===== src/rtl/assert_macros.svh =====
// ----------------------------------------------------------------------------
// Assertion macros
// Clocked property checks shared by the RTL; define ASSERT_OFF to drop them.
// ----------------------------------------------------------------------------
`ifndef ASSERT_MACROS_SVH
`define ASSERT_MACROS_SVH

`ifndef ASSERT_OFF
// prop must hold at every clock edge outside reset
`define ASSERT_CLK(label, clk, rst_n, prop, msg) \
    label: assert property (@(posedge clk) disable iff (!rst_n) (prop)) else $error(msg);
// cond must never be seen at a clock edge outside reset
`define ASSERT_NEVER(label, clk, rst_n, cond, msg) \
    label: assert property (@(posedge clk) disable iff (!rst_n) !(cond)) else $error(msg);
`else
`define ASSERT_CLK(label, clk, rst_n, prop, msg)
`define ASSERT_NEVER(label, clk, rst_n, cond, msg)
`endif

`endif


===== src/rtl/dxt1_pkg.sv =====
// ----------------------------------------------------------------------------
// dxt1_pkg
// Widths, stream layouts, types and color helpers for the sub-block decoder.
// ----------------------------------------------------------------------------
package dxt1_pkg;

    localparam int ENDPOINT_W = 16;
    localparam int SELECT_W   = 32;
    localparam int COORD_W    = 10;
    localparam int CHAN_W     = 8;
    localparam int SUM_W      = 10;   // 2*255 + 255 fits
    localparam int PIXELS     = 16;
    localparam int CNT_W      = 4;

    // slave tdata: endpoint_a, endpoint_b, selector_rows, origin_x, origin_y
    localparam int S_DATA_W = 88;
    // master tdata: pixel_x, pixel_y, red, green, blue, alpha
    localparam int M_DATA_W = 56;
    localparam int M_PAD_W  = M_DATA_W - 2 * COORD_W - 4 * CHAN_W;

    localparam logic [CHAN_W-1:0] ALPHA_OPAQUE = 8'd255;
    localparam logic [CHAN_W-1:0] ALPHA_CLEAR  = 8'd0;

    typedef enum logic [1:0] {
        SEL_C0   = 2'd0,
        SEL_C1   = 2'd1,
        SEL_MIX2 = 2'd2,
        SEL_MIX3 = 2'd3
    } sel_code_t;

    typedef struct packed {
        logic [CHAN_W-1:0] alpha;
        logic [CHAN_W-1:0] blue;
        logic [CHAN_W-1:0] green;
        logic [CHAN_W-1:0] red;
    } rgba_t;

    // bit replication to 8 bits
    function automatic logic [CHAN_W-1:0] widen5(input logic [4:0] v);
        return {v, v[4:2]};
    endfunction

    function automatic logic [CHAN_W-1:0] widen6(input logic [5:0] v);
        return {v, v[5:4]};
    endfunction

    // floor(v/3) for v < 768 via reciprocal 683/2048
    function automatic logic [CHAN_W-1:0] div3(input logic [SUM_W-1:0] v);
        logic [2*SUM_W-1:0] prod;
        prod = {{SUM_W{1'b0}}, v} * 20'd683;
        return prod[18:11];
    endfunction

endpackage


===== src/rtl/dxt1_subblock_decode.sv =====
// ----------------------------------------------------------------------------
// dxt1_subblock_decode
// Expands one 4x4 DXT1-style compressed sub-block into sixteen RGBA8 pixels.
// ----------------------------------------------------------------------------
// Usage:
//   Slave stream takes one compressed sub-block per transfer: two RGB565
//   endpoints, 32 selector bits (row 0 in the top byte) and the origin.
//   Master stream gives one pixel per transfer in row-major order with its
//   wrapped texture coordinates; tlast marks the sixteenth pixel.
//   Path: a block passes through the block register, then the output
//   register, before its first pixel is valid.
//   Throughput: one pixel per cycle while the output is not stalled. The block
//   register is the only holding slot and frees when its last pixel moves
//   into the output register, so the next block is taken in that same cycle
//   and pixels stream with no gap.
//   The palette is rebuilt per pixel from the held endpoints: one add, one
//   constant multiply for the divide by three and a select, between the
//   block register and the output register.
//   Stall: while m_axis_tready is low a valid pixel stays in the output register and
//   the walk over the block pauses; s_axis_tready stays low as long as a
//   block is waiting in the block register.
//   Reset: rst_n clears both valid flags and the pixel counter; no block is
//   held and no pixel is offered.
// ----------------------------------------------------------------------------
`include "assert_macros.svh"

module dxt1_subblock_decode
    import dxt1_pkg::*;
(
    input  logic                clk,
    input  logic                rst_n,
    // slave side
    input  logic                s_axis_tvalid,
    output logic                s_axis_tready,
    // endpoint_a[15:0], endpoint_b[31:16], selector_rows[63:32],
    // origin_x[73:64], origin_y[83:74], zero[87:84]
    input  logic [S_DATA_W-1:0] s_axis_tdata,
    // master side
    output logic                m_axis_tvalid,
    input  logic                m_axis_tready,
    // pixel_x[9:0], pixel_y[19:10], red[27:20], green[35:28],
    // blue[43:36], alpha[51:44], zero[55:52]
    output logic [M_DATA_W-1:0] m_axis_tdata,
    output logic                m_axis_tlast    // last_pixel
);

    localparam logic [CNT_W-1:0] LAST_CNT = CNT_W'(PIXELS - 1);

    // block register
    logic                  blk_valid_reg, blk_valid_next;
    logic [CNT_W-1:0]      pix_cnt_reg, pix_cnt_next;
    logic [ENDPOINT_W-1:0] ea_reg, eb_reg;
    logic [SELECT_W-1:0]   sel_reg;       // shifted up two bits per pixel
    logic [COORD_W-1:0]    ox_reg, oy_reg;

    // output register
    logic                  out_valid_reg, out_valid_next;
    logic [M_DATA_W-1:0]   out_data_reg;
    logic                  out_last_reg;

    logic                  in_xfer;
    logic                  out_load;
    logic                  blk_done;
    rgba_t                 color;
    logic [COORD_W-1:0]    pix_x, pix_y;

    // output slot free or draining this cycle
    assign out_load      = blk_valid_reg && (!out_valid_reg || m_axis_tready);
    assign blk_done      = out_load && (pix_cnt_reg == LAST_CNT);
    assign s_axis_tready = !blk_valid_reg || blk_done;
    assign in_xfer       = s_axis_tvalid && s_axis_tready;

    dxt1_palette u_palette (
        .endpoint_a (ea_reg),
        .endpoint_b (eb_reg),
        .sel        (sel_code_t'(sel_reg[SELECT_W-1 -: 2])),
        .color      (color)
    );

    // column offset in the low counter bits, row offset in the high ones
    assign pix_x = ox_reg + {{(COORD_W-2){1'b0}}, pix_cnt_reg[1:0]};
    assign pix_y = oy_reg + {{(COORD_W-2){1'b0}}, pix_cnt_reg[3:2]};

    always_comb
    begin
        blk_valid_next = blk_valid_reg;
        pix_cnt_next   = pix_cnt_reg;
        if (in_xfer)
        begin
            blk_valid_next = 1'b1;
            pix_cnt_next   = '0;
        end
        else if (out_load)
        begin
            blk_valid_next = !blk_done;
            pix_cnt_next   = pix_cnt_reg + 1'b1;
        end
    end

    always_comb
    begin
        if (out_load)
        begin
            out_valid_next = 1'b1;
        end
        else if (m_axis_tready)
        begin
            out_valid_next = 1'b0;
        end
        else
        begin
            out_valid_next = out_valid_reg;
        end
    end

    always_ff @(posedge clk or negedge rst_n)
    begin
        if (!rst_n)
        begin
            blk_valid_reg <= 1'b0;
            pix_cnt_reg   <= '0;
            out_valid_reg <= 1'b0;
        end
        else
        begin
            blk_valid_reg <= blk_valid_next;
            pix_cnt_reg   <= pix_cnt_next;
            out_valid_reg <= out_valid_next;
        end
    end

    // payload, no reset
    always_ff @(posedge clk)
    begin
        if (in_xfer)
        begin
            ea_reg  <= s_axis_tdata[15:0];
            eb_reg  <= s_axis_tdata[31:16];
            sel_reg <= s_axis_tdata[63:32];
            ox_reg  <= s_axis_tdata[73:64];
            oy_reg  <= s_axis_tdata[83:74];
        end
        else if (out_load)
        begin
            sel_reg <= {sel_reg[SELECT_W-3:0], 2'b00};
        end

        if (out_load)
        begin
            out_data_reg <= {{M_PAD_W{1'b0}}, color.alpha, color.blue, color.green,
                             color.red, pix_y, pix_x};
            out_last_reg <= (pix_cnt_reg == LAST_CNT);
        end
    end

    assign m_axis_tvalid = out_valid_reg;
    assign m_axis_tdata  = out_data_reg;
    assign m_axis_tlast  = out_last_reg;

    // a new block always starts its walk at pixel zero
    `ASSERT_CLK(a_blk_start, clk, rst_n,
        in_xfer |=> (blk_valid_reg && pix_cnt_reg == '0),
        "accepted block did not start at pixel zero")
    // a block is held until its sixteenth pixel has been issued
    `ASSERT_CLK(a_blk_hold, clk, rst_n,
        (out_load && !blk_done && !in_xfer) |=> blk_valid_reg,
        "block dropped before its last pixel")
    // the sixteenth pixel leaves with tlast, no other pixel does
    `ASSERT_CLK(a_last_mark, clk, rst_n,
        out_load |=> (m_axis_tvalid && (m_axis_tlast == ($past(pix_cnt_reg) == LAST_CNT))),
        "tlast does not match pixel position")

endmodule


===== src/rtl/dxt1_palette.sv =====
// ----------------------------------------------------------------------------
// dxt1_palette
// Resolves one 2-bit selector against the two RGB565 endpoints to RGBA8.
// ----------------------------------------------------------------------------
module dxt1_palette
    import dxt1_pkg::*;
(
    input  logic [ENDPOINT_W-1:0] endpoint_a,
    input  logic [ENDPOINT_W-1:0] endpoint_b,
    input  sel_code_t             sel,
    output rgba_t                 color
);

    logic              four_color;
    logic [CHAN_W-1:0] c0 [3];
    logic [CHAN_W-1:0] c1 [3];
    logic [CHAN_W-1:0] mix [3];

    assign four_color = endpoint_a > endpoint_b;

    assign c0[0] = widen5(endpoint_a[15:11]);
    assign c0[1] = widen6(endpoint_a[10:5]);
    assign c0[2] = widen5(endpoint_a[4:0]);
    assign c1[0] = widen5(endpoint_b[15:11]);
    assign c1[1] = widen6(endpoint_b[10:5]);
    assign c1[2] = widen5(endpoint_b[4:0]);

    // one blend per channel: 2:1 / 1:2 thirds, or the plain average
    always_comb
    begin
        logic [SUM_W-1:0] w0;
        logic [SUM_W-1:0] w1;
        logic [SUM_W-1:0] sum;
        for (int ch = 0; ch < 3; ch++)
        begin
            w0 = {2'b00, c0[ch]};
            w1 = {2'b00, c1[ch]};
            if (four_color)
            begin
                sum     = (sel == SEL_MIX2) ? ((w0 << 1) + w1) : (w0 + (w1 << 1));
                mix[ch] = div3(sum);
            end
            else
            begin
                sum     = w0 + w1;
                mix[ch] = sum[CHAN_W:1];
            end
        end
    end

    always_comb
    begin
        unique case (sel)
            SEL_C0:
            begin
                color = '{alpha: ALPHA_OPAQUE, blue: c0[2], green: c0[1], red: c0[0]};
            end
            SEL_C1:
            begin
                color = '{alpha: ALPHA_OPAQUE, blue: c1[2], green: c1[1], red: c1[0]};
            end
            SEL_MIX2:
            begin
                color = '{alpha: ALPHA_OPAQUE, blue: mix[2], green: mix[1], red: mix[0]};
            end
            SEL_MIX3:
            begin
                // transparent entry in three-color mode
                color = '{alpha: (four_color ? ALPHA_OPAQUE : ALPHA_CLEAR),
                          blue: mix[2], green: mix[1], red: mix[0]};
            end
            default:
            begin
                color = '0;
            end
        endcase
    end

endmodule

===== config.mk =====
export PLATFORM = sky130hd
export DESIGN_NAME = dxt1_subblock_decode
export DESIGN_NICKNAME = d
export VERILOG_FILES = /design/src/rtl/dxt1_pkg.sv /design/src/rtl/dxt1_subblock_decode.sv /design/src/rtl/dxt1_palette.sv
export VERILOG_INCLUDE_DIRS = /design/src /design/src/rtl
export SDC_FILE = /design/constraint.sdc
export NUM_CORES = 1
export LEC_CHECK = 0
export BUFFER_PORTS_ARGS = -buffer_cell sky130_fd_sc_hd__buf_2
export CORE_MARGIN = 1.5
export CORE_UTILIZATION = 35
export DETAILED_ROUTE_END_ITERATION = 10
export GPL_ROUTABILITY_DRIVEN = 0
export SETUP_SLACK_MARGIN = 0.2
export SYNTH_ARGS = -nofsm -noshare
export SYNTH_HDL_FRONTEND = slang
export SYNTH_SLANG_ARGS = --single-unit

===== constraint.sdc =====
create_clock -name clk -period 15.29 [get_ports clk]
set_input_delay 4.587 -clock clk [delete_from_list [all_inputs] [get_ports clk]]
set_output_delay 4.587 -clock clk [all_outputs]
set_load 0.01 [all_outputs]

Yosys cells after proc, flatten, opt, wreduce, memory -nomap -nowiden
Index checks and enable logic that the tools add are counted.

cells by class
  equal/unequal tests = 4
  reduce and logical (&&, ||, !) cells = 11
  add/sub/neg operators = 12
  muxes and demuxes = 16
  order comparisons = 1
  $mul = 3

operator list
  cell                      number
  $pmux W32 S4              1
  $mux W32                  2
  $mul A10 B10 Y19 const B  3
  $mux W8                   4
  $add A8 B9 Y10            3
  $add A9 B8 Y10            3
  $mux W10                  3
  $add A8 B8 Y9             3
  $add A10 B2 Y10           2
  $gt A16 B16 Y1            1
  $mux W4                   2
  $add A4 B1 Y4 const B     1
  $eq A2 B2 Y1 const B      2
  $eq A4 B4 Y1 const B      1
  $mux W1                   4
  $reduce_bool A2 Y1        2
  $logic_and A1 B1 Y1       3
  $logic_not A1 Y1          3
  $eq A2 B1 Y1 const B      1
  $logic_not A2 Y1          1
  $logic_or A1 B1 Y1        2

word-level totals
  input bits = 92
  register bits = 143
  output and inout bits = 59

Longest topological paths before layout
  depth after elaboration = 7
  depth in mapped cells = 29
  gate-level depth less buffers = 29

By module
Synthesis repeated with hierarchy kept, for this count alone.

second synthesis, totals
  cells, all modules = 1370
  area total of the unflattened synthesis = 13863.3 µm²

by module, submodules not included
  module                seq. area each (µm²)  times used  cells each  area each (µm²)
  dxt1_palette          0.0                   1           1037        8503.2
  dxt1_subblock_decode  4264.1                1           333         5360.1

Least setup slack after synthesis
OpenSTA, ideal clock, no wires.

  path kind = input port to output port
  start = input port m_axis_tready
  end = output port s_axis_tready
  buffers on the path = 0
  data required time = 10.703 ns
  arrival time = 4.904 ns
  stages on the path = 3
  slack = 5.799 ns
  cell sequence = nand2b_1 -> nand2_1 -> nand2_1

between the ends
  longest elaborated chain between the ends = 4

RTL lines
  element              RTL line                    text
  start: declaration   dxt1_subblock_decode.sv:40  input logic m_axis_tready,
  $logic_or A1 B1 Y1   dxt1_subblock_decode.sv:68  assign out_load = blk_valid_reg && (!out_valid_reg || m_axis_tready);
  $logic_and A1 B1 Y1  dxt1_subblock_decode.sv:68
  $logic_and A1 B1 Y1  dxt1_subblock_decode.sv:69  assign blk_done = out_load && (pix_cnt_reg == LAST_CNT);
  $logic_or A1 B1 Y1   dxt1_subblock_decode.sv:70  assign s_axis_tready = !blk_valid_reg || blk_done;
  end: declaration     dxt1_subblock_decode.sv:34  output logic s_axis_tready,

Every way passes these cells.

Worst setup path in the final report
Same ends and word-level chain as after synthesis.

==> results.json <==
{
  "start_kind": "input port",
  "grt_max_degree": 63,
  "r2r_setup_slack_ns": 8.08,
  "drtIter0Drc": 410,
  "hold_class": "flop to flop",
  "diodes": 0,
  "syn2layout_area_growth_pct": 14.0,
  "cts.hold.buffers_added": 0,
  "setup_viol_count_final": 0,
  "rsz0062_at_grt": "no",
  "outcome": "completed",
  "tightest_slew_ns": 1.04,
  "relSlewSlack_pct": 30.2,
  "synth_edf_count": 130,
  "max-cap-violations": 0,
  "syn-instance-count": 1330,
  "chipHeight_um": 199,
  "crit_buf_inv": 2,
  "post_cts_buffers": 0,
  "max_freq_mhz": 103,
  "stdcell_count": 1992,
  "cts_root_buf": "clkbuf_16",
  "seq_area_frac_synth_pct": 30.2,
  "path_clk_slew_ns": 0.07,
  "io_buffers": 142,
  "cp_top_family": "simple AND/OR/NAND/NOR gates",
  "fin_tns_setup_ns": 0,
  "syn_area_um2": 13400,
  "detail_route.first_pass.iterations": 4,
  "finalHoldViolCount": 0,
  "drive_gt1_share_pct": 13.8,
  "fin_crit_ns": 9.75,
  "die_area_um2": 39600,
  "nNetsFinal": 1875,
  "largest_register_ffs": 45,
  "clk_path_buf_depth": 2,
  "slew_violations": 0,
  "grt_pass1_vias": 10000,
  "core_um2": 37800,
  "placed_cells": 1960,
  "avgViaCountPerCell": 4.84,
  "worstPathArrival_ns": 5.16,
  "synthTopCellsByArea": "edfxtp_1 (29%), ha_1 (23%), fa_1 (11%), inv_1 (5.1%), nand2_1 (4.7%)",
  "ys_types": 64,
  "clock_latency_ns": 0.43,
  "max_stage_delay_ns": 0.16,
  "cts_made_buffers": 17,
  "hold_ws_ns": 0.485,
  "crit_path_top_delay_cell": "buf_2",
  "synth-seq-cells": 136,
  "overflow": 0,
  "antenna_found_initial": 1,
  "wl_per_cell_um": 15.4,
  "grt_pass1_wl_um": 50700,
  "fin_crit_sh_pct": 63.8,
  "detail-route-antenna-nets": 0,
  "crit_required_ns": 10.70,
  "cts_tree": "built",
  "cts-resized-gates": 0,
  "synth.avg_cell_area_um2": 10.1,
  "synthFlopType": "edfxtp_1",
  "drcViolationCount": 0,
  "ioPinCount": 151,
  "post-dp-hpwl_um": 24800,
  "path_class": "input port to output pin",
  "cp_cell_sequence": "buf_2 > nand2b_1 > nand2_1 > nand2_1 > buf_2",
  "rows": 71,
  "synth_area_leader_cell": "edfxtp_1",
  "ys_warn_count": 0,
  "clock_sinks": 136,
  "via_count": 9649,
  "netlist.area_leader.share_pct": 29.0,
  "dieWidth_um": 199,
  "htreeDepth": 4,
  "end_kind": "output pin",
  "path_max_fanout": 5,
  "track_usage_pct": 16.3,
  "ys_top_cells_by_count": "ha_1 (242), inv_1 (183), nand2_1 (169)",
  "fin_skew_ns": 0.0143,
  "yosysMostFrequentCell": "ha_1",
  "start_util_pct": 35.6,
  "async_flop_share_pct": 4.41,
  "wl_um": 30700
}
layout by cell type, fill, tap and decap left out, types with 21 or more instances in the layout:
cell,netlist,layout
buf_2,3,142
o21bai_1,21,21
nor2_1,55,55
edfxtp_1,130,130
xor2_1,34,34
a21oi_1,66,66
fa_1,73,73
ha_1,242,242
nand2_1,169,169
xnor2_1,71,71
o21ai_0,33,33
inv_1,183,183
layout make-up:
cell class	instances	area, um^2
Sequential cell	136	4050
Clock inverter	15	218
Timing Repair Buffer	152	786
Tap cell	511	639
Inverter	185	696
Multi-Input combinational cell	976	8510
Fill cell	3712	22400
Clock buffer	17	425
kinds of logic (layout without fill, tap and decap cells):
family	count (synthesis)	count (layout)	synth area share [%]
XOR/XNOR	105	105	6.84
adder cells (fa/ha/maj)	315	315	33.4
buffers and inverters	221	369	6.64
AO/OA/AOI/OAI	227	227	11.5
flip-flops	136	136	30.2
AND/OR/NAND/NOR	307	307	10.1
multiplexers	18	18	1.39
other	1	4	0.0279
routing by layer:
| metal | GRT usage, % | up-vias | wire [um] |
|---|---|---|---|
| met5 | 0 | - | 16 |
| met4 | 4.41 | 2 | 537 |
| met3 | 3.10 | 41 | 1410 |
| met2 | 27.1 | 174 | 14300 |
| met1 | 21.6 | 4600 | 14400 |
| li1 | - | 4832 | - |
through the flow:
step / worst slack (ns) / util (%) / instance area [um^2]
5_1_grt: 5.48 / 40.6 / 15300
2_1_floorplan: 5.80 / - / 13500
3_5_place_dp: 5.54 / 38.9 / 14700
4_1_cts: 5.54 / 40.6 / 15300
3_3_place_gp: 5.55 / 38.9 / 14700
6_report: 5.54 / 40.6 / 15300
path summary, 6_finish.rpt:
path / from / to / cells past startpoint
worst max-delay path: m_axis_tready / s_axis_tready / 5
min in group asynchronous: rst_n / blk_valid_reg / 1
worst min register to register: blk_valid_reg / m_axis_tvalid / 1
worst max register to register: ea_reg[10] / m_axis_tdata[35] / 29
max in group asynchronous: rst_n / pix_cnt_reg[0] / 1
worst min-delay path: blk_valid_reg / m_axis_tvalid / 1
Power is not shown: default switching activity piles up to over one toggle a cycle in this logic, so the estimate is an artifact.
